File: src/rtl/tcw_pkg.sv
// Shared types and constants for the text console writer.
`timescale 1ns / 1ps
`default_nettype none

package tcw_pkg;

	// Command codes on the cmd field
	localparam logic [2:0] CMD_PUT   = 3'd0;
	localparam logic [2:0] CMD_SETCUR = 3'd1;
	localparam logic [2:0] CMD_HIDE  = 3'd2;
	localparam logic [2:0] CMD_SHOW  = 3'd3;
	localparam logic [2:0] CMD_CLEAR = 3'd4;
	localparam logic [2:0] CMD_READ  = 3'd5;

	// Control bytes handled by put byte
	localparam logic [7:0] CH_BS    = 8'h08;
	localparam logic [7:0] CH_TAB   = 8'h09;
	localparam logic [7:0] CH_NL    = 8'h0A;
	localparam logic [7:0] CH_CR    = 8'h0D;
	localparam logic [7:0] CH_SPACE = 8'h20;

	// Attribute limits
	localparam logic [7:0] COLOR_MAX   = 8'h8F;
	localparam logic [7:0] RESET_COLOR = 8'h07;

	// Queue between front and back
	localparam int QUEUE_DEPTH = 2;
	localparam int QPW         = 1;

	// Work kinds produced by the front
	typedef enum logic [3:0] {
		OP_PLAIN,
		OP_NEWLINE,
		OP_CR,
		OP_BS,
		OP_SETCUR,
		OP_HIDE,
		OP_SHOW,
		OP_CLEAR,
		OP_READ,
		OP_NOP
	} op_kind_t;

	// One classified request
	typedef struct packed {
		op_kind_t    kind;
		logic [7:0]  chr;
		logic [4:0]  row;
		logic [6:0]  col;
		logic        bad;
	} op_t;

	// Back-end sequencer states
	typedef enum logic [2:0] {
		ST_INIT,
		ST_IDLE,
		ST_BLANK,
		ST_SCROLL,
		ST_FILL,
		ST_RESP
	} back_state_t;

endpackage

`default_nettype wire

File: src/rtl/tcw_queue.sv
// Short queue of classified requests between front and back.
`timescale 1ns / 1ps
`default_nettype none

module tcw_queue import tcw_pkg::*; (
	input  wire logic clk,
	input  wire logic arst_n,
	input  wire logic push,
	input  wire op_t  push_op,
	input  wire logic pop,
	output op_t       head_op,
	output logic      full,
	output logic      empty
);

	op_t              entry_q [QUEUE_DEPTH];
	logic [QPW-1:0]   wr_ptr_q;
	logic [QPW-1:0]   rd_ptr_q;
	logic [QPW:0]     count_q;

	assign full    = (count_q == (QPW+1)'(QUEUE_DEPTH));
	assign empty   = (count_q == '0);
	assign head_op = entry_q[rd_ptr_q];

	// Advance pointers and count
	always_ff @(posedge clk or negedge arst_n) begin
		if (!arst_n) begin
			wr_ptr_q <= '0;
			rd_ptr_q <= '0;
			count_q  <= '0;
		end else begin
			if (push) begin
				wr_ptr_q <= wr_ptr_q + QPW'(1);
			end
			if (pop) begin
				rd_ptr_q <= rd_ptr_q + QPW'(1);
			end
			if (push && !pop) begin
				count_q <= count_q + (QPW+1)'(1);
			end else if (pop && !push) begin
				count_q <= count_q - (QPW+1)'(1);
			end
		end
	end

	always_ff @(posedge clk) begin
		if (push) begin
			entry_q[wr_ptr_q] <= push_op;
		end
	end

endmodule

`default_nettype wire

File: config.mk
export PLATFORM = sky130hd
export DESIGN_NAME = tcw_queue
export DESIGN_NICKNAME = d
export VERILOG_FILES = /design/src/rtl/tcw_pkg.sv /design/src/rtl/tcw_queue.sv
export SDC_FILE = /design/constraint.sdc
export NUM_CORES = 1
export LEC_CHECK = 0
export ABC_AREA = 1
export BUFFER_PORTS_ARGS = -buffer_cell sky130_fd_sc_hd__buf_4
export CAP_MARGIN = 40
export CELL_PAD_IN_SITES_DETAIL_PLACEMENT = 1
export CELL_PAD_IN_SITES_GLOBAL_PLACEMENT = 2
export CORE_ASPECT_RATIO = 1.2
export CORE_MARGIN = 2
export CORE_UTILIZATION = 40
export DETAILED_ROUTE_END_ITERATION = 6
export PLACE_DENSITY_LB_ADDON = 0.25
export REMOVE_ABC_BUFFERS = 1
export SETUP_SLACK_MARGIN = 0.15
export SLEW_MARGIN = 10
export SYNTH_ARGS = -nofsm -noshare
export SYNTH_HDL_FRONTEND = slang
export SYNTH_SLANG_ARGS = --single-unit
File: constraint.sdc
create_clock -name clk -period 4.63 [get_ports clk]
set_input_delay 1.389 -clock clk [delete_from_list [all_inputs] [get_ports clk]]
set_output_delay 1.389 -clock clk [all_outputs]
set_load 0.02 [all_outputs]
==> impl_metrics.json <==
{
  "wl_per_cell_um": 15.94,
  "ioPinCount": 56,
  "ys_ff_latch": 54,
  "initial_core_util": 0.4070,
  "core_area_um2": 5189,
  "critPathSlowestCell": "mux2_2",
  "synth_seq_area_share": 0.7583,
  "yosysMostFrequentCell": "edfxtp_1",
  "required_ns": 3.24,
  "wl_met2_um": 2129,
  "start_kind": "flip-flop",
  "cts_made_buffers": 5,
  "cts_resized": 0,
  "drive_above_1_share": 0.5515,
  "root_buffer": "clkbuf_8",
  "setup_slack_ns": 1.595,
  "worstSetupPathType": "flip-flop to output pin",
  "insertion_delay_ns": 0.30,
  "postPlaceCellArea_um2": 2596,
  "holdCritPathClass": "flip-flop to flip-flop",
  "worst-r2r-setup-slack_ns": 3.32,
  "synth_cell_types": 14,
  "max_freq_mhz": 329.5,
  "slew_viol_final": 0,
  "io_buffers": 55,
  "tns_ns": 0,
  "cp_top_family": "buffers and inverters",
  "reg2reg_from": "wr_ptr_q",
  "async_flop_share": 0.07407,
  "crit_start": "rd_ptr_q",
  "grt_overflow": 0,
  "slew_headroom": 0.6996,
  "die_area_um2": 5880,
  "crit_chain": "buf_4 -> mux2_2 -> buf_4",
  "cp_max_fo": 25,
  "antenna_found_initial": 0,
  "intPower_w": 0.001070,
  "netlist_area_um2": 2112,
  "swShare": 0.3207,
  "synth.avg_cell_area_um2": 20.51,
  "grt_max_degree": 26,
  "ys_top_cells_by_count": "edfxtp_1, mux2_4, inv_1",
  "synth-main-ff-cell": "edfxtp_1",
  "drt_iter0_markers": 69,
  "synth_edf_count": 50,
  "netlist.area_leader.share": 0.7109,
  "firstDrtPassIters": 2,
  "yosys_warnings": 0,
  "path_buf_inv": 2,
  "areaGrowthSynthToFinish_pct": 26.90,
  "grt_pass1_wl_um": 5982,
  "rows": 29,
  "status": "complete, no violations",
  "gp_congestion": 0.7328,
  "rsz0062_at_grt": "no",
  "p_clk_frac": 0.155,
  "place_ws_ns": 1.901,
  "chipHeight_um": 83.60,
  "nets": 195,
  "grt_pass1_vias": 1196,
  "endpoint_kind": "output pin",
  "clk_pin_slew_ns": 0.09,
  "ant_nets": 0,
  "drc": 0,
  "cts_max_level": 2,
  "synthTopCellsByArea": "edfxtp_1, mux2_4, dfrtp_1",
  "hold_start": "rd_ptr_q",
  "cts_tree": "yes",
  "track_usage": 0.1352,
  "timing.hold.ws_ns": 0.4823,
  "share_comb_of_total_power": 0.407,
  "worst_slew_pin_slew_ns": 0.4501,
  "pwr-share-seq": 0.437,
  "antenna_cells": 0,
  "synth_top_area_cell": "edfxtp_1",
  "fin_crit_ns": 3.035,
  "skew_ns": 0.004794,
  "p_leak_nw": 1.097,
  "wirelength_um": 3619,
  "hpwl_um": 2707,
  "vias_per_cell": 4.652,
  "period_share": 0.6556,
  "hold_viol": 0,
  "cts_sinks": 54,
  "irDropWorstVdd_v": 0.0003130,
  "post_cts_buffers": 0,
  "cp_slowest_stage_delay_ns": 0.41,
  "finalSetupViolations": 0,
  "route.top_layer_used": "met4",
  "postCtsHoldBufs": 0,
  "cap_violations": 0,
  "wl_met1_um": 1260,
  "wl_met3_um": 165,
  "route.vias.total": 1056,
  "netSwitchingPower_w": 0.0005051,
  "final_area_um2": 2680,
  "cp_common_cell": "buf_4",
  "worst_ep_arrival_time_ns": 1.65,
  "die_w_um": 70.33,
  "clockBufferDepth": 2,
  "syn-instance-count": 103,
  "power_density_nw_per_um2": 587.6
}
-- worst paths after layout --
path,end,cells past startpoint
min in group asynchronous,rd_ptr_q,1
setup / recovery,head_op[24],3
setup reg to reg,entry_q[1][22],3
hold / removal,rd_ptr_q,1
max in group asynchronous,wr_ptr_q,1
hold reg to reg,rd_ptr_q,1
-- final cells by class --
class | instances | area (um^2)
sequential | 54 | 1602
inverter | 7 | 26.28
clock inverter | 2 | 15.01
multi-input combinational | 39 | 435.4
fill | 500 | 2509
timing repair buffer | 58 | 455.4
tap | 62 | 77.57
clock buffer | 5 | 68.82
-- cells in the final DEF, fill, tap and decap left out --
master	netlist	routed
buf_4	0	57
edfxtp_1	50	50
mux2_4	19	19
inv_1	7	7
mux2_2	6	6
nand2_1	5	5
clkbuf_8	0	5
dfrtp_1	4	4
nor2_1	3	2
xor2_1	2	2
clkinvlp_4	0	2
nor2_2	0	1
xnor2_1	1	1
nand3_1	1	1
nand4_1	1	1
ha_1	1	1
buf_16	0	1
-- layer usage --
metal | global-route usage | vias up
met5 | 0 | -
met4 | 0.05245 | 0
met3 | 0.03261 | 6
met2 | 0.2573 | 29
met1 | 0.1388 | 516
li1 | - | 505
-- cells by family (layout without fill, tap and decap cells) --
group	Yosys count	after routing	synth area share
flip-flops	54	54	0.7583
multiplexers	25	25	0.1671
AND/OR/NAND/NOR	10	10	0.01955
buffers and inverters	10	72	0.03673
XOR/XNOR	3	3	0.01244
adder cells (fa/ha/maj)	1	1	0.005923
-- through the flow --
stage	util	power, W	cells
after detailed placement	0.5004	0.001356	220
after CTS	0.5165	0.001597	227
final	0.5165	0.001575	227
after floorplan	-	0.001098	100
after global placement	0.4951	0.001314	219
after global routing	0.5165	0.001658	227
-- registers in the layout, summed over array words and instances, names as in the netlist --
register / cells
rd_ptr_q: 1
entry_q: 50
count_q: 2
wr_ptr_q: 1
-- power groups by stage --
stage               Clock, W  Sequential [W]  Combinational, W
detailed placement         0        0.000703          0.000654
global placement           0        0.000693          0.000621
CTS                 0.000251        0.000691          0.000655
global route        0.000273        0.000701          0.000683
floorplan                  0        0.000730          0.000368
finish              0.000245        0.000689          0.000641
Power figures use the tool's default switching activity.
