File: src/rtl/tcw_pkg.sv
// Shared types and constants for the text console writer.
`timescale 1ns / 1ps
`default_nettype none

package tcw_pkg;

	// Command codes on the cmd field
	localparam logic [2:0] CMD_PUT   = 3'd0;
	localparam logic [2:0] CMD_SETCUR = 3'd1;
	localparam logic [2:0] CMD_HIDE  = 3'd2;
	localparam logic [2:0] CMD_SHOW  = 3'd3;
	localparam logic [2:0] CMD_CLEAR = 3'd4;
	localparam logic [2:0] CMD_READ  = 3'd5;

	// Control bytes handled by put byte
	localparam logic [7:0] CH_BS    = 8'h08;
	localparam logic [7:0] CH_TAB   = 8'h09;
	localparam logic [7:0] CH_NL    = 8'h0A;
	localparam logic [7:0] CH_CR    = 8'h0D;
	localparam logic [7:0] CH_SPACE = 8'h20;

	// Attribute limits
	localparam logic [7:0] COLOR_MAX   = 8'h8F;
	localparam logic [7:0] RESET_COLOR = 8'h07;

	// Queue between front and back
	localparam int QUEUE_DEPTH = 2;
	localparam int QPW         = 1;

	// Work kinds produced by the front
	typedef enum logic [3:0] {
		OP_PLAIN,
		OP_NEWLINE,
		OP_CR,
		OP_BS,
		OP_SETCUR,
		OP_HIDE,
		OP_SHOW,
		OP_CLEAR,
		OP_READ,
		OP_NOP
	} op_kind_t;

	// One classified request
	typedef struct packed {
		op_kind_t    kind;
		logic [7:0]  chr;
		logic [4:0]  row;
		logic [6:0]  col;
		logic        bad;
	} op_t;

	// Back-end sequencer states
	typedef enum logic [2:0] {
		ST_INIT,
		ST_IDLE,
		ST_BLANK,
		ST_SCROLL,
		ST_FILL,
		ST_RESP
	} back_state_t;

endpackage

`default_nettype wire

File: src/rtl/tcw_front.sv
// Front end: accepts requests, classifies them and checks positions.
`timescale 1ns / 1ps
`default_nettype none

module tcw_front import tcw_pkg::*; #(
	parameter int ROWS = 25,
	parameter int COLS = 80
) (
	input  wire logic       clk,
	input  wire logic       arst_n,
	input  wire logic       in_valid,
	output logic            in_stall,
	input  wire logic [2:0] cmd,
	input  wire logic [7:0] ch,
	input  wire logic [4:0] row,
	input  wire logic [6:0] col,
	input  wire logic       init_busy,
	input  wire logic       q_full,
	output logic            q_push,
	output op_t             q_op
);

	logic valid_s1;
	op_t  op_s1;
	op_t  dec;
	logic ready;
	logic accept;
	logic pos_ok;

	// Stage is free when empty or draining into the queue
	assign ready    = !valid_s1 || !q_full;
	assign in_stall = !ready || init_busy;
	assign accept   = in_valid && !in_stall;
	assign q_push   = valid_s1 && !q_full;
	assign q_op     = op_s1;

	assign pos_ok = (32'(row) < 32'(ROWS)) && (32'(col) < 32'(COLS));

	// Classify the request
	always_comb begin
		dec.kind = OP_NOP;
		dec.chr  = ch;
		dec.row  = row;
		dec.col  = col;
		dec.bad  = 1'b0;
		unique case (cmd)
			CMD_PUT: begin
				unique case (ch)
					CH_NL: dec.kind = OP_NEWLINE;
					CH_CR: dec.kind = OP_CR;
					CH_BS: dec.kind = OP_BS;
					CH_TAB: begin
						dec.kind = OP_PLAIN;
						dec.chr  = CH_SPACE;
					end
					default: dec.kind = OP_PLAIN;
				endcase
			end
			CMD_SETCUR: begin
				dec.kind = OP_SETCUR;
				dec.bad  = !pos_ok;
			end
			CMD_HIDE:  dec.kind = OP_HIDE;
			CMD_SHOW:  dec.kind = OP_SHOW;
			CMD_CLEAR: dec.kind = OP_CLEAR;
			CMD_READ: begin
				dec.kind = OP_READ;
				dec.bad  = !pos_ok;
			end
			default: dec.kind = OP_NOP;
		endcase
	end

	// Hold the stage valid until the queue takes it
	always_ff @(posedge clk or negedge arst_n) begin
		if (!arst_n) begin
			valid_s1 <= 1'b0;
		end else if (accept) begin
			valid_s1 <= 1'b1;
		end else if (q_push) begin
			valid_s1 <= 1'b0;
		end
	end

	always_ff @(posedge clk) begin
		if (accept) begin
			op_s1 <= dec;
		end
	end

endmodule

`default_nettype wire

File: config.mk
export PLATFORM = sky130hd
export DESIGN_NAME = tcw_front
export DESIGN_NICKNAME = d
export VERILOG_FILES = /design/src/rtl/tcw_pkg.sv /design/src/rtl/tcw_front.sv
export SDC_FILE = /design/constraint.sdc
export NUM_CORES = 1
export LEC_CHECK = 0
export ABC_CLOCK_PERIOD_IN_PS = 5550
export BUFFER_PORTS_ARGS = -buffer_cell sky130_fd_sc_hd__buf_2
export CAP_MARGIN = 20
export CORE_ASPECT_RATIO = 1.5
export CORE_UTILIZATION = 46
export DETAILED_ROUTE_END_ITERATION = 16
export PLACE_DENSITY = 0.83
export SETUP_SLACK_MARGIN = 0.3
export SLEW_MARGIN = 20
export SYNTH_ARGS = -nofsm -noshare
export SYNTH_HDL_FRONTEND = slang
export SYNTH_SLANG_ARGS = --single-unit
File: constraint.sdc
create_clock -name clk -period 5.55 [get_ports clk]
set_input_delay 0.8325 -clock clk [delete_from_list [all_inputs] [get_ports clk]]
set_output_delay 0.8325 -clock clk [all_outputs]
set_load 0.05 [all_outputs]
==> impl_metrics.tcl <==
set metrics [dict create \
    status "finished clean" \
    yosys.area.top_type "edfxtp_1" \
    max_slew.worst_pin.slew_ns 0.755 \
    cp.buffers_inverters 2 \
    crit_top_cell "buf_2" \
    synthesis.area_sq_um 988 \
    rsz0062_at_grt "no" \
    fmax_mhz 451 \
    ir_drop_mv 0.159 \
    synth_edf_count 25 \
    final_nets 144 \
    fin_tns_setup_ns 0 \
    fin_skew_ns 0.00364 \
    grt_start_max_net_pins 26 \
    dpl.hpwl_mm 1.52 \
    syn_to_final_growth_pct 31.4 \
    netlist_instances 62 \
    p_leak_nw 0.534 \
    hold_path_class "input pin to asynchronous set/reset pin" \
    critPathCaptureType "output pin" \
    report.final.slew_viol_count 0 \
    vias 705 \
    synth_flop_cell "edfxtp_1" \
    reg2reg_to "q_op[23]" \
    path_depth 4 \
    yosys-top-cells-count "25 x edfxtp_1, 6 x nor2_1, 4 x a21oi_1, 4 x clkbuf_1" \
    path_clk_slew_ns 0.12 \
    die_area_sq_mm 0.00234 \
    synth_top_area_share_pct 75.9 \
    p_per_area_mw_per_mm2 285 \
    synthTopCellsByArea "edfxtp_1 76%, dfrtp_1 2.5%, nor2_1 2.3%" \
    die_h_microns 58.8 \
    avgSynthCellArea_sq_um 15.9 \
    start_util_pct 48.8 \
    syn_nets 90 \
    antenna_found_initial 0 \
    hold_viol 0 \
    synth_seq_cells 26 \
    die_w_microns 39.9 \
    crit_required_ns 4.72 \
    setup_viol 0 \
    power_uw 370 \
    drt_iter0_drc 31 \
    grt-ovfl-total 0 \
    dr.pass1.iters 4 \
    slew_headroom_pct 49.5 \
    slowest_stage "buf_2" \
    ys_types 22 \
    layout-drive-gt1-share_pct 52.2 \
    insertion_delay_ns 0.31 \
    wl_per_cell_microns 14.0 \
    final_core_util_pct 64.1 \
    portBuffers 54 \
    antenna-diode-count 0 \
    cts-root-buf "clkbuf_4" \
    grt.total_usage_pct 18.3 \
    worstSetupPathType "input pin to output pin" \
    max_stage_delay_ns 0.26 \
    core_sq_mm 0.00203 \
    start_kind "input pin" \
    cts_buffers 3 \
    finalWirelength_mm 1.92 \
    ys_seq_area_share_pct 78.5 \
    crit_family "buffers and inverters" \
    cts_tree "yes" \
    timing.rr.start "valid_s1" \
    postCtsSetupBuffers 0 \
    gp_congestion 0.750 \
    cts_sinks 26 \
    cts_buffer_depth 2 \
    drc 0 \
    grt_pass1_vias 651 \
    max-cap-violations 0 \
    worstPathMaxFanout 3 \
    cts.repair.resized 0 \
    vias_per_cell 5.15 \
    ctsHoldBuffers 0 \
    critPathLaunch "q_full" \
    crit_end "in_stall" \
    critPathArrivalTime_ns 1.38 \
    grt_pass1_wl_mm 2.84 \
    final.min_clock_period_ns 2.22 \
    rrSetupSlack_ns 4.13 \
    yosysMostFrequentCell "edfxtp_1" \
    fin_crit_sh_pct 40.0 \
    cts-htree-levels 1 \
    synthArstFlopShare_pct 3.85 \
    worst-r2r-cell-count 1 \
    critical_path.cell_chain "buf_2 > nand2_1 > nand2b_1 > buf_2" \
    synth_warnings 0 \
    placementRows 20 \
    ant_nets 0 \
    ios 55 \
]
sequential cells by signal, summed over array words and instances (netlist names):
register and flops:
q_op 25, valid_s1 1
routing by layer:
metal | GRT usage, % | wire length (microns)
met5 | 0 | 0
met1 | 24.3 | 781
met3 | 3.02 | 145
met4 | 8.87 | 44
met2 | 28.6 | 945
layout make-up:
class | instances | area, sq um
Sequential cell | 26 | 776
Fill cell | 144 | 728
Timing Repair Buffer | 54 | 270
Multi-Input combinational cell | 31 | 199
Tap cell | 22 | 27.5
Clock buffer | 4 | 26.3
worst min path at each step:
stage | start | endpoint | slack [ns] | depth (start not counted)
2_1_floorplan | valid_s1 | valid_s1 | 0.47 | 2
3_3_place_gp | valid_s1 | valid_s1 | 0.50 | 2
3_5_place_dp | valid_s1 | valid_s1 | 0.52 | 2
4_1_cts | arst_n | valid_s1 | 0.27 | 1
5_1_grt | arst_n | valid_s1 | 0.25 | 1
6_report | arst_n | valid_s1 | 0.28 | 1
cells by family (layout without fill, tap and decap cells):
| group | count (synthesis) | in the layout | share of synthesized area [%] |
|---|---|---|---|
| DFF | 26 | 26 | 78.5 |
| and+or+nand+nor | 19 | 19 | 10.9 |
| AOI/OAI and AO/OA | 11 | 11 | 7.22 |
| buffers and inverters | 5 | 58 | 2.53 |
| xor gates and xnor gates | 1 | 1 | 0.886 |
where the power goes:
| group | leakage, nW | internal, mW | switching, mW |
|---|---|---|---|
| registers | 0.246 | 0.226 | 0.00259 |
| logic | 0.273 | 0.0173 | 0.0476 |
| clock network | 0.0150 | 0.0280 | 0.0492 |
cell usage in the layout (no fill, tap or decap), drive strengths merged:
cell type	n
o21ai	1
o21bai	1
buf	54
a21oi	4
nor3b	1
nand2	3
nor4b	1
o311ai	1
o22ai	1
nand3	2
xor2	1
nor2b	2
clkbuf	4
nor3	1
nor2	6
dfrtp	1
o31a	1
edfxtp	25
nand2b	3
a21boi	1
o21a	1
through the flow:
stage	area, sq um	setup slack (ns)	cells	hold WS [ns]
2_1_floorplan	988	2.90	62	0.471
3_3_place_gp	1260	3.20	133	0.505
3_5_place_dp	1260	3.11	133	0.524
4_1_cts	1290	3.36	137	0.269
5_1_grt	1300	3.30	137	0.255
6_report	1300	3.33	137	0.277
(Power assumes the default switching activity.)
